### config.mk
export PLATFORM = sky130hd
export DESIGN_NAME = npci_dist
export DESIGN_NICKNAME = d
export VERILOG_FILES = /design/src/hw/rtl/npci_pkg.sv /design/src/hw/rtl/npci_dist.sv
export SDC_FILE = /design/constraint.sdc
export NUM_CORES = 1
export LEC_CHECK = 0
export ABC_AREA = 1
export BUFFER_PORTS_ARGS = -buffer_cell sky130_fd_sc_hd__buf_4
export CORE_ASPECT_RATIO = 1.1
export CORE_MARGIN = 3
export CORE_UTILIZATION = 40
export DETAILED_ROUTE_END_ITERATION = 16
export GPL_ROUTABILITY_DRIVEN = 0
export PLACE_DENSITY = 0.65
export SLEW_MARGIN = 20
export SYNTH_ARGS = -nofsm -noshare
export SYNTH_HDL_FRONTEND = slang
export SYNTH_SLANG_ARGS = --single-unit
### constraint.sdc
create_clock -name clk_i -period 6.4 [get_ports clk_i]
set_clock_uncertainty 0.15 [all_clocks]
set_input_delay 1.6 -clock clk_i [delete_from_list [all_inputs] [get_ports clk_i]]
set_output_delay 1.6 -clock clk_i [all_outputs]
set_load 0.02 [all_outputs]
### src/hw/rtl/npci_pkg.sv
// Shared types and constants for the nearest palette color index core.
package npci_pkg;

  localparam int ColorW   = 8;
  localparam int DistW    = 18;
  localparam int CfgIdxW  = 2;
  localparam int CfgDataW = 9;
  localparam int UsedW    = 9;
  localparam int IndexW   = 8;

  typedef logic [DistW-1:0] dist_t;

  // running minimum start value, above any reachable distance
  localparam dist_t DistStart = '1;

  typedef enum logic [CfgIdxW-1:0] {
    CfgUsedEntries = 2'd0,
    CfgLockedValid = 2'd1,
    CfgLockedIndex = 2'd2
  } cfg_reg_e;

  typedef enum logic {
    FuncWrite = 1'b0,
    FuncQuery = 1'b1
  } func_e;

  typedef struct packed {
    logic [ColorW-1:0] red;
    logic [ColorW-1:0] green;
    logic [ColorW-1:0] blue;
  } color_t;

  // scan token: tok marks a read in flight, qual marks it as a candidate
  typedef struct packed {
    logic tok;
    logic qual;
  } scan_tok_t;

endpackage

### src/hw/rtl/npci_dist.sv
// Distance pipeline: squared differences, then sum and running minimum.
module npci_dist
  import npci_pkg::*;
#(
  parameter int AW = 8
) (
  input  logic          clk_i,
  input  logic          rst_ni,
  input  logic          clear_i,
  input  color_t        query_i,
  input  color_t        entry_i,
  input  scan_tok_t     tok_i,
  input  logic [AW-1:0] idx_i,
  output logic          busy_o,
  output logic [AW-1:0] best_idx_o
);

  logic [ColorW-1:0]   dr, dg, db;
  logic [2*ColorW-1:0] sqr_d, sqg_d, sqb_d;
  logic [2*ColorW-1:0] sqr_q, sqg_q, sqb_q;
  scan_tok_t           tok2_q;
  logic [AW-1:0]       idx2_q;
  dist_t               sum;
  dist_t               best_dist_q;
  logic [AW-1:0]       best_idx_q;

  always_comb begin
    dr = (entry_i.red   >= query_i.red)   ? entry_i.red   - query_i.red
                                          : query_i.red   - entry_i.red;
    dg = (entry_i.green >= query_i.green) ? entry_i.green - query_i.green
                                          : query_i.green - entry_i.green;
    db = (entry_i.blue  >= query_i.blue)  ? entry_i.blue  - query_i.blue
                                          : query_i.blue  - entry_i.blue;
    sqr_d = dr * dr;
    sqg_d = dg * dg;
    sqb_d = db * db;
  end

  always_ff @(posedge clk_i) begin
    sqr_q  <= sqr_d;
    sqg_q  <= sqg_d;
    sqb_q  <= sqb_d;
    idx2_q <= idx_i;
  end

  always_ff @(posedge clk_i or negedge rst_ni) begin
    if (!rst_ni) begin
      tok2_q <= '0;
    end else begin
      tok2_q <= tok_i;
    end
  end

  assign sum = DistW'(sqr_q) + DistW'(sqg_q) + DistW'(sqb_q);

  always_ff @(posedge clk_i or negedge rst_ni) begin
    if (!rst_ni) begin
      best_dist_q <= DistStart;
      best_idx_q  <= '0;
    end else if (clear_i) begin
      best_dist_q <= DistStart;
      best_idx_q  <= '0;
    end else if (tok2_q.tok && tok2_q.qual && (sum < best_dist_q)) begin
      best_dist_q <= sum;
      best_idx_q  <= idx2_q;
    end
  end

  assign busy_o     = tok2_q.tok;
  assign best_idx_o = best_idx_q;

endmodule

==> flow_summary.yaml <==
outcome:
  status: "finished, final reports clean"
clocking:
  clock_latency_ns: 0.34
  cts_buffers: 9
  cts-root-buf: "clkbuf_16"
  cts_tree: "yes"
  clk_pin_slew_ns: 0.06
  clock-sinks: 81
  clock_path_buffers: 2
  htreeDepth: 3
critical_path:
  worstPathRequired_ns: 6.47
  endpoint_kind: "register"
  critPathMaxStageDelay_ns: 0.54
  critPathKind: "input pin to register"
  cpMaxStageDelayCell: "fa_1"
  worst_r2r_endpoint: "best_idx_o[6]"
  arrival_ns: 6.25
  reg2regPathDepth: 19
  cp_max_fo: 5
  reg2reg_setup_slack_ns: 2.48
  rr_startpoint: "sqg_q[7]"
  start_kind: "input pin"
flow_run:
  maxCapViolations: 0
placement:
  dp_hpwl_um: 20700
  portBuffers: 69
floorplanning:
  start_util_pct: 41.0
  rows: 64
  fp.dieH_um: 184
  die_w_um: 168
  ios: 70
  core_region_area_mm2: 0.0280
  dieArea_mm2: 0.0308
logic_synthesis:
  ys_async_sr_fraction_pct: 34.6
  ys_seq_area_share_pct: 15.5
  synth-warning-count: 0
  synth-main-ff-cell: "dfxtp_1"
  ys_ff_latch: 81
  syn_inst: 1593
  synth_area_leaders: "ha_1, fa_1, nand2_1"
  synth.cell_area_mm2: 0.0115
  synth_edf_count: 0
  synth_top_area_cell: "ha_1"
  syn_avg_cell_area_um2: 7.21
  synth_top_area_share_pct: 18.1
  synth_cell_types: 40
worst_hold_path:
  hp-class: "register to register"
  whs_endpoint: "best_dist_q[11]"
  worstHoldPathCells: 2
  hp-start: "best_dist_q[11]"
timing:
  finalHoldViolations: 0
  min_period_over_period_pct: 96.6
  setup-violations-final: 0
  slew_headroom_pct: 65.6
  worst_pin_slew_ns: 0.511
  fmax_ghz: 0.162
  hold_ws_ns: 0.335
  tns_ns: 0
  slew_viol_final: 0
  finalCriticalPeriod_ns: 6.18
layout:
  nets: 2152
  fillers: 2727
  final_cell_mix: "nand2_1, inv_1, buf_4"
  syn_to_final_growth_pct: 25.1
  drive_gt1_share_pct: 23.2
  final_common_cell: "nand2_1"
  n_antenna_cell: 0
  finish.utilization_pct: 51.3
routing:
  vias_per_cell: 4.63
  ant_nets: 0
  drtIter0Drc: 351
  dr.pass1.iters: 7
  routed_wl_um: 24300
  drc: 0
  vias: 10200
  wire_per_inst_um: 11.1
global_route:
  grt_max_degree: 42
  grt_overflow_total: 0
  grt_pass1_vias: 10200
  antenna_found_initial: 0
  grt_pass1_wl_um: 43100
  groute.usage.overall_pct: 16.1
registers in the layout, indices dropped and copies added, names as in the netlist:
register,flops
sqg_q,15
best_idx_o,8
tok2_q,1
busy_o,1
best_dist_q,18
sqr_q,15
sqb_q,15
idx2_q,8
timing repair:
item,CTS,global route
buffers inserted,0,9
hold buffers,0,0
setup endpoints to repair,0,20
resized for setup,0,77
worst max-delay path: cells and delay by family:
family                     cells  cell delay (ns)
and+or+nand+nor               11             1.05
adders and majority gates      7             2.79
AOI/OAI and AO/OA              3             0.35
buffers and inverters          6             0.46
cells by family (layout without fill, tap and decap cells):
family	count (synthesis)	after routing	synth area share, %
buffers and inverters	355	593	11.7
AOI/OAI and AO/OA	128	128	6.45
other	2	3	0.0654
xor gates and xnor gates	63	63	4.81
DFF	81	81	15.5
adders and majority gates	263	263	35.0
and+or+nand+nor	701	702	26.4
through the flow:
stage	setup slack, ns	cells	instance area, um^2
finish	0.219	2196	14400
global route	-0.0213	2196	14400
CTS	0.00651	2186	13900
detailed placement	-0.344	2170	13700
global placement	-0.250	2170	13700
floorplan	-0.00302	1594	11500
cell type report:
type	instances	area, um^2	area share, %
multi-input combinational	1159	8760	61.0
timing repair buffer	240	1800	12.5
clock buffer	11	243	1.69
tap	363	454	3.16
sequential	81	1780	12.4
clock inverter	5	55.1	0.383
inverter	337	1270	8.84
worst max path at each step:
| stage | to | slack [ns] | cells after the start | from |
|---|---|---|---|---|
| after detailed placement | sqb_q[15] | -0.34 | 27 | entry_i[0] |
| final | sqb_q[15] | 0.22 | 27 | entry_i[0] |
| after global routing | sqg_q[14] | -0.02 | 26 | entry_i[8] |
| after floorplan | sqg_q[13] | -0.003 | 27 | entry_i[8] |
| after CTS | sqb_q[15] | 0.007 | 27 | entry_i[0] |
| after global placement | sqb_q[15] | -0.25 | 27 | entry_i[0] |
per-layer routing:
metal	GRT usage, %	wire length (um)	up-vias
li1	-	-	5351
met1	20.3	11200	4682
met2	30.0	12100	118
met3	1.70	667	19
met4	2.98	319	0
met5	0	0	-
cell usage after synthesis, types with 8 or more instances:
cell type,instances
nor2_2,9
inv_2,17
a21oi_1,74
clkbuf_1,8
fa_1,97
nor2_1,124
nand2_4,8
nand2_1,399
nand2_2,28
nand4_1,18
dfxtp_1,53
o21bai_1,14
dfstp_2,18
ha_1,166
xor2_1,30
xnor2_1,33
o21ai_0,17
nand3_1,98
dfrtp_1,10
buf_2,10
inv_1,319
Power is not shown: default switching activity piles up to over one toggle a cycle in this logic, so the estimate is an artifact.
